[src/ilb_pkg.sv]
// shared types and constants for the indexed list buffer
// no dependencies; imported by every module of the block

package ilb_pkg;

   localparam int DATA_W       = 32;
   localparam int POS_W        = 7;
   localparam int COUNT_W      = 7;
   localparam int CAPACITY_DEF = 64;

   typedef enum logic [2:0] {
      ACT_PUSH   = 3'd0,
      ACT_POP    = 3'd1,
      ACT_CLEAR  = 3'd2,
      ACT_INSERT = 3'd3,
      ACT_ERASE  = 3'd4,
      ACT_READ   = 3'd5
   } action_type;

   typedef enum logic [1:0] {
      ST_OK    = 2'd0,
      ST_FULL  = 2'd1,
      ST_EMPTY = 2'd2,
      ST_RANGE = 2'd3
   } status_type;

   typedef struct packed {
      logic [2:0]              action;
      logic [POS_W-1:0]        position;
      logic signed [DATA_W-1:0] value;
   } req_type;

   typedef struct packed {
      logic signed [DATA_W-1:0] read_value;
      logic [COUNT_W-1:0]       count;
      logic [1:0]               status;
   } rsp_type;

   typedef enum logic [2:0] {
      S_IDLE,
      S_EXEC,
      S_INS_SHIFT,
      S_INS_PUT,
      S_ERS_SHIFT,
      S_RD_WAIT,
      S_DONE
   } ctl_state_type;

   typedef enum logic [1:0] {
      CNT_HOLD,
      CNT_INC,
      CNT_DEC,
      CNT_CLEAR
   } count_op_type;

   typedef enum logic [2:0] {
      IDX_HOLD,
      IDX_LAST,
      IDX_NEXT,
      IDX_POS,
      IDX_DEC,
      IDX_INC
   } idx_op_type;

   typedef enum logic [1:0] {
      WR_TAIL,
      WR_POS,
      WR_UP,
      WR_DOWN
   } wr_sel_type;

   typedef struct packed {
      logic         load_req;
      logic         latch_status;
      logic         capture_rd;
      logic         load_rsp;
      logic         mem_we;
      wr_sel_type   wr_sel;
      count_op_type count_op;
      idx_op_type   idx_op;
   } ctl_cmd_type;

   typedef struct packed {
      logic [2:0] action;
      logic       ok;
      logic       ins_at_end;
      logic       ers_at_last;
      logic       idx_at_pos;
      logic       idx_at_last;
   } dp_stat_type;

endpackage

[src/ilb_ram.sv]
// generic single-write, single-read ram with registered read data
// depends on ilb_pkg for default sizes

module ilb_ram import ilb_pkg::*; #(
   parameter int WIDTH = DATA_W,
   parameter int DEPTH = CAPACITY_DEF,
   localparam int ADDR_W = $clog2(DEPTH)
) (
   input  logic              clock,
   input  logic              wr_en,
   input  logic [ADDR_W-1:0] wr_addr,
   input  logic [WIDTH-1:0]  wr_data,
   input  logic [ADDR_W-1:0] rd_addr,
   output logic [WIDTH-1:0]  rd_data
);

   logic [WIDTH-1:0] mem_ff [DEPTH];
   logic [WIDTH-1:0] rd_data_ff;

   always_ff @(posedge clock) begin
      if (wr_en) begin
         mem_ff[wr_addr] <= wr_data;
      end
      rd_data_ff <= mem_ff[rd_addr];
   end

   assign rd_data = rd_data_ff;

endmodule

[src/ilb_datapath.sv]
// datapath: item and result registers, entry count, shift index and the entry ram
// depends on ilb_pkg and ilb_ram; driven by ilb_control commands

module ilb_datapath import ilb_pkg::*; #(
   parameter int CAPACITY = CAPACITY_DEF
) (
   input  logic        clock,
   input  logic        reset,
   input  req_type     req_data,
   input  ctl_cmd_type cmd,
   output dp_stat_type stat,
   output rsp_type     rsp_data
);

   localparam int AW    = $clog2(CAPACITY);
   localparam int CW    = $clog2(CAPACITY + 1);
   localparam int CMP_W = ((CW > POS_W) ? CW : POS_W) + 1;

   req_type         op_ff, op_in;
   logic [CW-1:0]   count_ff, count_in;
   logic [AW-1:0]   idx_ff, idx_in;
   logic [DATA_W-1:0] rd_ff, rd_in;
   status_type      status_ff, status_in;
   rsp_type         rsp_ff, rsp_in;

   logic [CMP_W-1:0] pos_x, cnt_x, idx_x;
   logic             is_full, is_empty;
   status_type       status_code;

   logic              wr_en;
   logic [AW-1:0]     wr_addr;
   logic [DATA_W-1:0] wr_data;
   logic [DATA_W-1:0] rd_data;

   assign pos_x    = CMP_W'(op_ff.position);
   assign cnt_x    = CMP_W'(count_ff);
   assign idx_x    = CMP_W'(idx_ff);
   assign is_full  = (count_ff == CW'(CAPACITY));
   assign is_empty = (count_ff == '0);

   // full check ranks above the index check for insert
   always_comb begin
      status_code = ST_OK;
      case (op_ff.action)
         ACT_PUSH: begin
            if (is_full) status_code = ST_FULL;
         end
         ACT_POP: begin
            if (is_empty) status_code = ST_EMPTY;
         end
         ACT_INSERT: begin
            if (is_full) status_code = ST_FULL;
            else if (pos_x > cnt_x) status_code = ST_RANGE;
         end
         ACT_ERASE, ACT_READ: begin
            if (pos_x >= cnt_x) status_code = ST_RANGE;
         end
         default: status_code = ST_OK;
      endcase
   end

   always_comb begin
      stat.action      = op_ff.action;
      stat.ok          = (status_code == ST_OK);
      stat.ins_at_end  = (pos_x == cnt_x);
      stat.ers_at_last = (pos_x + 1'b1 == cnt_x);
      stat.idx_at_pos  = (idx_x == pos_x);
      stat.idx_at_last = (idx_x + 1'b1 == cnt_x);
   end

   always_comb begin
      op_in     = cmd.load_req ? req_data : op_ff;
      status_in = cmd.latch_status ? status_code : status_ff;
      rd_in     = rd_ff;
      if (cmd.load_req) begin
         rd_in = '0;
      end else if (cmd.capture_rd) begin
         rd_in = rd_data;
      end

      case (cmd.count_op)
         CNT_INC:   count_in = count_ff + 1'b1;
         CNT_DEC:   count_in = count_ff - 1'b1;
         CNT_CLEAR: count_in = '0;
         default:   count_in = count_ff;
      endcase

      case (cmd.idx_op)
         IDX_LAST: idx_in = AW'(count_ff - 1'b1);
         IDX_NEXT: idx_in = AW'(pos_x + 1'b1);
         IDX_POS:  idx_in = AW'(op_ff.position);
         IDX_DEC:  idx_in = idx_ff - 1'b1;
         IDX_INC:  idx_in = idx_ff + 1'b1;
         default:  idx_in = idx_ff;
      endcase

      rsp_in = rsp_ff;
      if (cmd.load_rsp) begin
         rsp_in.read_value = rd_ff;
         rsp_in.count      = COUNT_W'(count_ff);
         rsp_in.status     = status_ff;
      end
   end

   // shifts move one entry per cycle: read ahead at idx_in, write behind from idx_ff
   always_comb begin
      wr_en = cmd.mem_we;
      case (cmd.wr_sel)
         WR_POS: begin
            wr_addr = AW'(op_ff.position);
            wr_data = op_ff.value;
         end
         WR_UP: begin
            wr_addr = idx_ff + 1'b1;
            wr_data = rd_data;
         end
         WR_DOWN: begin
            wr_addr = idx_ff - 1'b1;
            wr_data = rd_data;
         end
         default: begin
            wr_addr = AW'(count_ff);
            wr_data = op_ff.value;
         end
      endcase
   end

   ilb_ram #(
      .WIDTH(DATA_W),
      .DEPTH(CAPACITY)
   ) u_ram (
      .clock   (clock),
      .wr_en   (wr_en),
      .wr_addr (wr_addr),
      .wr_data (wr_data),
      .rd_addr (idx_in),
      .rd_data (rd_data)
   );

   always_ff @(posedge clock) begin
      if (reset) begin
         count_ff <= '0;
      end else begin
         count_ff <= count_in;
      end
   end

   always_ff @(posedge clock) begin
      op_ff     <= op_in;
      idx_ff    <= idx_in;
      rd_ff     <= rd_in;
      status_ff <= status_in;
      rsp_ff    <= rsp_in;
   end

   assign rsp_data = rsp_ff;

endmodule

[src/ilb_control.sv]
// controller state machine: sequences each item and owns the handshake flags
// depends on ilb_pkg; steers ilb_datapath through a command struct

module ilb_control import ilb_pkg::*; (
   input  logic        clock,
   input  logic        reset,
   input  logic        req_valid,
   output logic        req_ready,
   output logic        rsp_valid,
   input  logic        rsp_ready,
   input  dp_stat_type stat,
   output ctl_cmd_type cmd
);

   ctl_state_type state_ff, state_in;
   logic          rsp_valid_ff, rsp_valid_in;
   logic          out_free;

   assign out_free = !rsp_valid_ff || rsp_ready;

   always_comb begin
      state_in = state_ff;
      case (state_ff)
         S_IDLE: begin
            if (req_valid) state_in = S_EXEC;
         end
         S_EXEC: begin
            state_in = S_DONE;
            if (stat.ok) begin
               case (stat.action)
                  ACT_INSERT: if (!stat.ins_at_end) state_in = S_INS_SHIFT;
                  ACT_ERASE:  if (!stat.ers_at_last) state_in = S_ERS_SHIFT;
                  ACT_READ:   state_in = S_RD_WAIT;
                  default:    state_in = S_DONE;
               endcase
            end
         end
         S_INS_SHIFT: begin
            if (stat.idx_at_pos) state_in = S_INS_PUT;
         end
         S_INS_PUT: state_in = S_DONE;
         S_ERS_SHIFT: begin
            if (stat.idx_at_last) state_in = S_DONE;
         end
         S_RD_WAIT: state_in = S_DONE;
         S_DONE: begin
            if (out_free) state_in = S_IDLE;
         end
         default: state_in = S_IDLE;
      endcase
   end

   always_comb begin
      cmd.load_req     = 1'b0;
      cmd.latch_status = 1'b0;
      cmd.capture_rd   = 1'b0;
      cmd.load_rsp     = 1'b0;
      cmd.mem_we       = 1'b0;
      cmd.wr_sel       = WR_TAIL;
      cmd.count_op     = CNT_HOLD;
      cmd.idx_op       = IDX_HOLD;
      req_ready        = 1'b0;
      case (state_ff)
         S_IDLE: begin
            req_ready    = 1'b1;
            cmd.load_req = req_valid;
         end
         S_EXEC: begin
            cmd.latch_status = 1'b1;
            if (stat.ok) begin
               case (stat.action)
                  ACT_PUSH: begin
                     cmd.mem_we   = 1'b1;
                     cmd.wr_sel   = WR_TAIL;
                     cmd.count_op = CNT_INC;
                  end
                  ACT_POP:   cmd.count_op = CNT_DEC;
                  ACT_CLEAR: cmd.count_op = CNT_CLEAR;
                  ACT_INSERT: begin
                     if (stat.ins_at_end) begin
                        cmd.mem_we   = 1'b1;
                        cmd.wr_sel   = WR_POS;
                        cmd.count_op = CNT_INC;
                     end else begin
                        cmd.idx_op = IDX_LAST;
                     end
                  end
                  ACT_ERASE: begin
                     if (stat.ers_at_last) cmd.count_op = CNT_DEC;
                     else cmd.idx_op = IDX_NEXT;
                  end
                  ACT_READ: cmd.idx_op = IDX_POS;
                  default:  cmd.count_op = CNT_HOLD;
               endcase
            end
         end
         S_INS_SHIFT: begin
            cmd.mem_we = 1'b1;
            cmd.wr_sel = WR_UP;
            if (!stat.idx_at_pos) cmd.idx_op = IDX_DEC;
         end
         S_INS_PUT: begin
            cmd.mem_we   = 1'b1;
            cmd.wr_sel   = WR_POS;
            cmd.count_op = CNT_INC;
         end
         S_ERS_SHIFT: begin
            cmd.mem_we = 1'b1;
            cmd.wr_sel = WR_DOWN;
            if (stat.idx_at_last) cmd.count_op = CNT_DEC;
            else cmd.idx_op = IDX_INC;
         end
         S_RD_WAIT: cmd.capture_rd = 1'b1;
         S_DONE:    cmd.load_rsp = out_free;
         default:   cmd.load_req = 1'b0;
      endcase
   end

   always_comb begin
      rsp_valid_in = rsp_valid_ff;
      if (cmd.load_rsp) begin
         rsp_valid_in = 1'b1;
      end else if (rsp_ready) begin
         rsp_valid_in = 1'b0;
      end
   end

   always_ff @(posedge clock) begin
      if (reset) begin
         state_ff     <= S_IDLE;
         rsp_valid_ff <= 1'b0;
      end else begin
         state_ff     <= state_in;
         rsp_valid_ff <= rsp_valid_in;
      end
   end

   assign rsp_valid = rsp_valid_ff;

endmodule

[src/indexed_list_buffer.sv]
// top level of the indexed list buffer: bounded ordered list of signed words
// depends on ilb_pkg, ilb_control, ilb_datapath (which holds ilb_ram)
//
//   port group   dir   handshake              payload
//   req_         in    req_valid / req_ready  req_data  (action, position, value)
//   rsp_         out   rsp_valid / rsp_ready  rsp_data  (read_value, count, status)
//
// one item at a time. push, pop, clear, a refused item or an unknown action go
// straight to the result, a read waits for the ram data, and insert and erase
// first shift the entries past the position, one entry per cycle through the
// ram's single write port. the next item is taken once the result is loaded into
// the output register. reset clears the count and the handshake flags only;
// entries need no clearing. a result held in the output register by a low
// rsp_ready lets the next item be accepted and worked on up to its result.

module indexed_list_buffer import ilb_pkg::*; #(
   parameter int CAPACITY = CAPACITY_DEF
) (
   input  logic    clock,
   input  logic    reset,
   input  logic    req_valid,
   output logic    req_ready,
   input  req_type req_data,
   output logic    rsp_valid,
   input  logic    rsp_ready,
   output rsp_type rsp_data
);

   ctl_cmd_type cmd;
   dp_stat_type stat;

   ilb_control u_control (
      .clock     (clock),
      .reset     (reset),
      .req_valid (req_valid),
      .req_ready (req_ready),
      .rsp_valid (rsp_valid),
      .rsp_ready (rsp_ready),
      .stat      (stat),
      .cmd       (cmd)
   );

   ilb_datapath #(
      .CAPACITY(CAPACITY)
   ) u_datapath (
      .clock    (clock),
      .reset    (reset),
      .req_data (req_data),
      .cmd      (cmd),
      .stat     (stat),
      .rsp_data (rsp_data)
   );

endmodule
[config.mk]
export PLATFORM = sky130hd
export DESIGN_NAME = indexed_list_buffer
export DESIGN_NICKNAME = d
export VERILOG_FILES = /design/src/ilb_pkg.sv /design/src/ilb_ram.sv /design/src/ilb_datapath.sv /design/src/ilb_control.sv /design/src/indexed_list_buffer.sv
export SDC_FILE = /design/constraint.sdc
export NUM_CORES = 2
export LEC_CHECK = 0
export ABC_CLOCK_PERIOD_IN_PS = 4850
export BUFFER_PORTS_ARGS = -buffer_cell sky130_fd_sc_hd__buf_2
export CORE_UTILIZATION = 40
export DETAILED_ROUTE_END_ITERATION = 6
export HOLD_SLACK_MARGIN = 0.12
export PLACE_DENSITY_LB_ADDON = 0.15
export RECOVER_POWER = 25
export SLEW_MARGIN = 10
export SYNTH_ARGS = -nofsm -noshare
export SYNTH_HDL_FRONTEND = slang
export SYNTH_SLANG_ARGS = --single-unit
[constraint.sdc]
create_clock -name clock -period 4.85 [get_ports clock]
set_input_delay 0.485 -clock clock [delete_from_list [all_inputs] [get_ports clock]]
set_output_delay 0.485 -clock clock [all_outputs]
set_load 0.02 [all_outputs]
Word-level counts from Yosys, hierarchy flattened --
Memory sizes are Yosys's and may differ from the RTL's. A register that Yosys moved wholly into a read port is not among the register bits. Cells that the tools add are included.
Storage, ports and cells: memories kept 1, memory bits (read-only) 0, register bits after elaboration 134, bits in latches 0, logic and storage cells 106, input bits 46, bits in writable memories 2048
Operators by class: $add $sub $neg 6, shifts and indexed selects 0, reductions and logical operators 12, bitwise logic cells 0, div/mod/pow operators 0, order comparisons 2, $mul 0, multiplexer cells 42, eq/ne operators 31
Memory list:
- u_datapath.u_ram.mem_ff | words 64, bits a word 32, rd ports 1, clocked after Yosys merged registers in 1, write ports 1, line ilb_ram.sv:17 | logic [WIDTH-1:0] mem_ff [DEPTH];
Operators by type and width (number):
- 2-to-1 mux 32 bit | 1
- one-hot mux 6 bit (5 select lines) | 1
- one-hot mux 3 bit (3 select lines) | 3
- 2-to-1 mux 3 bit | 8
- == test 3 bit (second input constant) | 7
- one-hot mux 7 bit (3 select lines) | 1
- == test 3 x 2 -> 1 bit (second input constant) | 6
- one-hot mux 3 bit (6 select lines) | 1
- one-hot mux 6 bit (3 select lines) | 1
- == test 8 x 7 -> 1 bit | 2
- 2-to-1 mux 2 bit | 8
- one-hot mux 3 bit (4 select lines) | 1
- 2-to-1 mux 1 bit | 11
- one-hot mux 2 bit (5 select lines) | 1
- == test 3 x 1 -> 1 bit (second input constant) | 3
- adder 7 x 1 -> 8 bit (second input constant) | 1
- == test 2 bit (second input constant) | 4
- 2-to-1 mux 8 bit | 1
- one-hot mux 2 bit (4 select lines) | 1
- adder 6 x 1 -> 7 bit (second input constant) | 1
- adder 7 x 1 -> 7 bit (second input constant) | 1
- == test 6 x 7 -> 1 bit | 1
- == test 7 bit | 1
- == test 7 bit (second input constant) | 1
- 20 further kinds | 26

Logic depth before layout (Yosys ltp) --
depth after elaboration 10, mapped depth 20, depth with buffers taken out 14

By module --
Synthesis repeated with hierarchy kept, for this count alone.
Unflattened totals: cells, all modules 3899, area, all modules 85165.4 µm²
Modules (own cells, without submodules):
- ilb_ram | area an instance 78515.3 µm², cells each 3324, instances 1
- ilb_datapath | area an instance 6155.9 µm², cells each 509, instances 1
- ilb_control | area an instance 494.2 µm², cells each 66, instances 1

Worst setup path after synthesis --
Ideal clock, no wire load.
kind register -> register, from register u_datapath.count_ff[1], to memory u_datapath.u_ram.mem_ff[57][0] in the netlist's numbering (enable), data arrival time 4.695 ns, setup time 0.421 ns, required time 4.429 ns, period minus slack after synthesis 5.116 ns, setup slack -0.266 ns, buffers on the path 2, cell stages (with the launch flop) 16, cells stage by stage dfxtp_1 > clkbuf_1 > inv_1 > ha_1 > nand3_1 > o2111ai_1 > o21bai_1 > nand3_1 > nor3_1 > o21a_1 > clkbuf_1 > nor3_1 > a221o_1 > nor2b_1 > nand3_1 > nor2_1
On the way: cells in the longest elaborated chain, start to end 9
Ends and longest elaborated chain:
- start, declared | line ilb_datapath.sv:20 | logic [CW-1:0] count_ff, count_in;
- start signal, assigned | line ilb_datapath.sv:144 | count_ff <= count_in;
- > comparator 7 bit | line ilb_datapath.sv:53 | else if (pos_x > cnt_x) status_code = ST_RANGE;
- 2-to-1 mux 2 bit | line ilb_datapath.sv:53
- 2-to-1 mux 2 bit | line ilb_datapath.sv:52 | if (is_full) status_code = ST_FULL;
- one-hot mux 2 bit (4 select lines) | line ilb_datapath.sv:44 | case (op_ff.action)
- logical NOT 2 bit | line ilb_datapath.sv:64 | stat.ok = (status_code == ST_OK);
- 2-to-1 mux 8 bit | line ilb_control.sv:70 | if (stat.ok) begin
- one-hot mux 3 bit (4 select lines) | line ilb_control.sv:63 | case (state_ff)
- == test 2 bit (tied with other cells) | line ilb_datapath.sv:108 | case (cmd.wr_sel)
- one-hot mux 6 bit (3 select lines) or 2-to-1 mux 1 bit (tied branches) | line ilb_datapath.sv:108, ilb_ram.sv:22
- end, declared | line ilb_ram.sv:17
Several ways; a longest one is shown, not always the timed one.

Final worst setup path --
from register u_datapath.op_ff[32] in the netlist's numbering, to register u_datapath.u_ram.rd_data_ff[12], in the netlist u_datapath.u_ram.rd_data[12] (read register of u_datapath.u_ram.mem_ff)
On the way: cells in the longest elaborated chain, start to end 9
Ends and longest elaborated chain:
- start, declared | line ilb_datapath.sv:19 | req_type op_ff, op_in;
- start signal, assigned | line ilb_datapath.sv:149 | op_ff <= op_in;
- parallel branches: the longest is 8 deep, another holds adder 7 x 1 -> 8 bit
- one-hot mux 6 bit (5 select lines) * | line ilb_datapath.sv:88 | case (cmd.idx_op)
- end, declared | line ilb_ram.sv:18 | logic [WIDTH-1:0] rd_data_ff;
Mark *: on every way between the ends. A chain may end at the register's enable or synchronous reset.

==> flow_metrics.py <==
metrics = {
    "sta": {
        "hold_viol_final": 0,
        "maxSlewViolCount": 150,
        "fmax_mhz": 207.9,
        "timing.final.crit_share_pct": 99.16,
        "slew_headroom_pct": -104.9,
        "fin_crit_ps": 4809,
        "setup_slack_ps": 40.63,
        "worst_slew_pin_slew_ps": 3074,
        "setup_viol": 0,
        "finClkSkew_ps": 35.49,
    },
    "finish": {
        "drive_above_1_share_pct": 14.80,
        "nets": 7649,
        "syn_to_final_growth_pct": 18.13,
        "fin_util_pct": 47.58,
        "final_cells": 10992,
    },
    "worst_setup_path": {
        "worstPathCellList": "buf_4 > buf_4 > buf_4 > nand4_1 > nor2_1 > o311a_1 > o211ai_1 > buf_4 > o2111a_1 > nor4_4 > buf_6 > buf_12 > buf_16 > buf_12 > buf_16 > buf_4 > o31ai_1 > o311ai_0 > nand3_1 > a41oi_1 > buf_4 > or4_4",
        "cp-end-kind": "flip-flop",
        "timing.critical_path.buf_inv": 11,
        "regToRegSetupSlack_ps": 40,
        "crit_type": "flip-flop to flip-flop",
        "endpoint": "u_datapath.u_ram.rd_data[12]$_DFF_P_",
        "critPathMaxFanout": 30,
        "cp_top_family": "buffers and inverters",
        "arrival_ps": 5560,
        "r2r-start": "u_datapath.op_ff[32]$_DFFE_PP_",
        "reg2reg_to": "u_datapath.u_ram.rd_data[12]$_DFF_P_",
        "startpoint_type": "flip-flop",
        "max_stage_delay_ps": 520,
        "r2r_cells": 22,
        "critPathLaunch": "u_datapath.op_ff[32]$_DFFE_PP_",
        "cpMostUsedCell": "buf_4",
        "cp.depth": 22,
        "required_ps": 5600,
        "cpMaxStageDelayCell": "or4_4",
    },
    "logic_synthesis": {
        "ys_async_sr_fraction_pct": 0,
        "yosysUniqueCellTypes": 76,
        "mappedNetlistNets": 7557,
        "synth_edf_count": 2133,
        "ys.flop_type": "edfxtp_1",
        "synthesis.area_um2": 97060,
        "ys_ff_latch": 2214,
        "synth_top_area_share_pct": 65.99,
        "synth.avg_cell_area_um2": 12.95,
        "yosysWarningCount": 0,
        "synthCells": 7498,
        "ys_top_cells_by_area": "edfxtp_1, o311ai_0, o31ai_1",
        "ys_seq_area_share_pct": 67.66,
        "synth_top_area_cell": "edfxtp_1",
    },
    "clock_network": {
        "htree_num_levels": 4,
        "cts_buffers": 233,
        "clk_pin_slew_ps": 70,
        "clock_latency_ps": 890,
        "clockBufferDepth": 3,
        "cts.sinks": 2214,
        "root_buffer": "clkbuf_16",
        "cts_tree": "done",
    },
    "floorplan": {
        "die_h_um": 494.6,
        "rows": 180,
        "io-pin-count": 89,
        "coreArea_um2": 241000,
        "floorplan.initialDensity_pct": 40.28,
        "die_x_um": 494.6,
        "die_area_um2": 244600,
    },
    "place": {
        "placed_cells": 10452,
        "io_buffer_count": 88,
        "place_ws_ps": -205.1,
        "gp_congestion": 0.8510,
        "dpl.hpwl_um": 183600,
    },
    "drt": {
        "wire_per_inst_um": 29.49,
        "ant_nets": 0,
        "via_count": 70212,
        "drt_iter0_drc": 8429,
        "wl_um": 324200,
        "viasPerCell": 6.388,
        "drc_errors": 0,
        "dr.pass1.iters": 6,
    },
    "global_routing": {
        "grt-ovfl-total": 0,
        "grt_start_max_net_pins": 116,
        "grt_pass1_vias": 66551,
        "grt_pass1_wl_um": 466100,
        "antenna_found_initial": 23,
        "track_usage_pct": 25.57,
    },
    "worst_hold_path": {
        "hold_start": "req_data[13]",
        "hp-class": "input port to flip-flop",
    },
    "run": {
        "max_cap_viol_count": 3,
    },
    "run_status": {
        "outcome": "finished, violations left",
        "violations": "capacitance limit, slew limit",
    },
}
-- worst reg2reg max path, stage by stage (launching register included) --
cell and delay (ps):
edfxtp_1 460, buf_4 190, buf_4 120, buf_4 150, nand4_1 190, nor2_1 100, o311a_1 390, o211ai_1 180
buf_4 160, o2111a_1 240, nor4_4 60, buf_6 140, buf_12 160, buf_16 230, buf_12 150, buf_16 150
buf_4 180, o31ai_1 260, o311ai_0 180, nand3_1 150, a41oi_1 120, buf_4 200, or4_4 520
-- layout by cell type (no fill, tap or decap), types with 13 or more instances in the layout --
master and n:
a21oi_1 55, a41oi_1 96, a41oi_2 23, buf_12 178, buf_16 23, buf_2 27, buf_4 389, buf_6 15
bufinv_16 15, clkbuf_1 125, clkbuf_16 255, clkbuf_8 13, clkinv_1 54, clkinv_2 43, dfxtp_1 80, dlygate4sd3_1 46
edfxtp_1 2133, inv_1 15, nand2_1 1200, nand2_2 31, nand3_1 531, nor2_1 40, nor2_4 65, nor3_1 24
o21ai_0 17, o311ai_0 997, o311ai_1 28, o31ai_1 1027, or4_1 31, xnor2_1 19, xor2_1 13
-- repair_timing --
| action | 4_1_cts | 5_1_grt |
|---|---|---|
| setup buffers | 3 | 23 |
| hold endpoints to repair | 53 | 0 |
| gates resized for setup | 21 | 87 |
| endpoints found under the setup margin | 15 | 89 |
| pin swaps | 3 | 13 |
| gates cloned | 0 | 16 |
| hold buffers | 46 | 0 |
-- sequential cells by signal (all words and copies together) (netlist names) --
name	cells
u_control.rsp_valid	1
u_control.state_ff	3
u_datapath.count_ff	7
u_datapath.idx_ff	6
u_datapath.op_ff	39
u_datapath.rd_ff	32
u_datapath.rsp_data	41
u_datapath.stat	3
u_datapath.status_ff	2
u_datapath.u_ram.mem_ff	2048
u_datapath.u_ram.rd_data	32
-- through the flow --
step / instance area [um2] / hold slack, ps / TNS (ps)
2_1_floorplan: 97060 / 400.3 / -301240
3_3_place_gp: 105400 / 417.5 / -983.6
3_5_place_dp: 105400 / 415.3 / -1152
4_1_cts: 113600 / 252.2 / 0
5_1_grt: 114600 / 298.8 / -166.4
6_report: 114700 / 312.7 / 0
-- worst min-delay path by stage --
stage,slack (ps),endpoint,cells past startpoint
floorplan,400,u_datapath.rsp_data[0]$_DFFE_PP_,0
global placement,420,u_datapath.rsp_data[35]$_DFFE_PP_,0
detailed placement,420,u_datapath.rsp_data[35]$_DFFE_PP_,0
CTS,250,u_datapath.op_ff[13]$_DFFE_PP_,2
global route,300,u_datapath.op_ff[28]$_DFFE_PP_,2
finish,310,u_datapath.op_ff[13]$_DFFE_PP_,2
-- per-layer routing --
layer | global-route usage [%] | part of all wire [%]
met5 | 0 | 0.010
met4 | 7.443 | 2.5
met1 | 36.40 | 44
met2 | 40.74 | 47
met3 | 3.408 | 7.0
-- cell families after synthesis --
kind of cell,after synthesis,synth area share [%]
buf+inv,928,3.790
fa+ha+maj,13,0.1676
compound gates,2318,19.28
mux,4,0.04254
flops,2214,67.66
xor+xnor,34,0.3352
simple gates,1987,8.722
-- cell usage after synthesis, types with 3 or more instances --
cell type  instances
o311ai_0        1001
o31ai_1         1027
and3_1             7
inv_1             15
o311ai_1          25
nor2b_1            9
o21ai_0           18
o221ai_1           3
o22ai_1            4
or2_2              3
buf_2            129
o211ai_1           4
nand2_1         1231
a21oi_1           57
nor2_1           108
nor3_1            25
nand2b_1           7
xor2_1            13
edfxtp_1        2133
a211oi_1           5
or4_1             34
nand3b_1           3
nor3b_1            3
mux2i_1            3
dfxtp_1           81
ha_1              13
buf_1            153
nand3_1          532
or3_1              5
xnor2_1           19
a22oi_1            3
o21a_1             5
buf_4              7
nand4_1            7
clkbuf_1         621
a221o_1            3
a221oi_1           5
a41oi_1          128
and2_1             5
-- area by class of cell --
type                    count  area [um2]
fillers                 21227      126300
flip-flops and latches   2214       65670
multi-input cells        4356       28790
repair buffers            768        8584
clock buffers             308        6370
well taps                3185        3985
clock inverters           136        1161
inverters                  17       76.32
diodes                      8       20.02
Power is left out: the tool's default activity adds up to more than one toggle a clock period on the data nets, which glitch-free logic cannot reach.
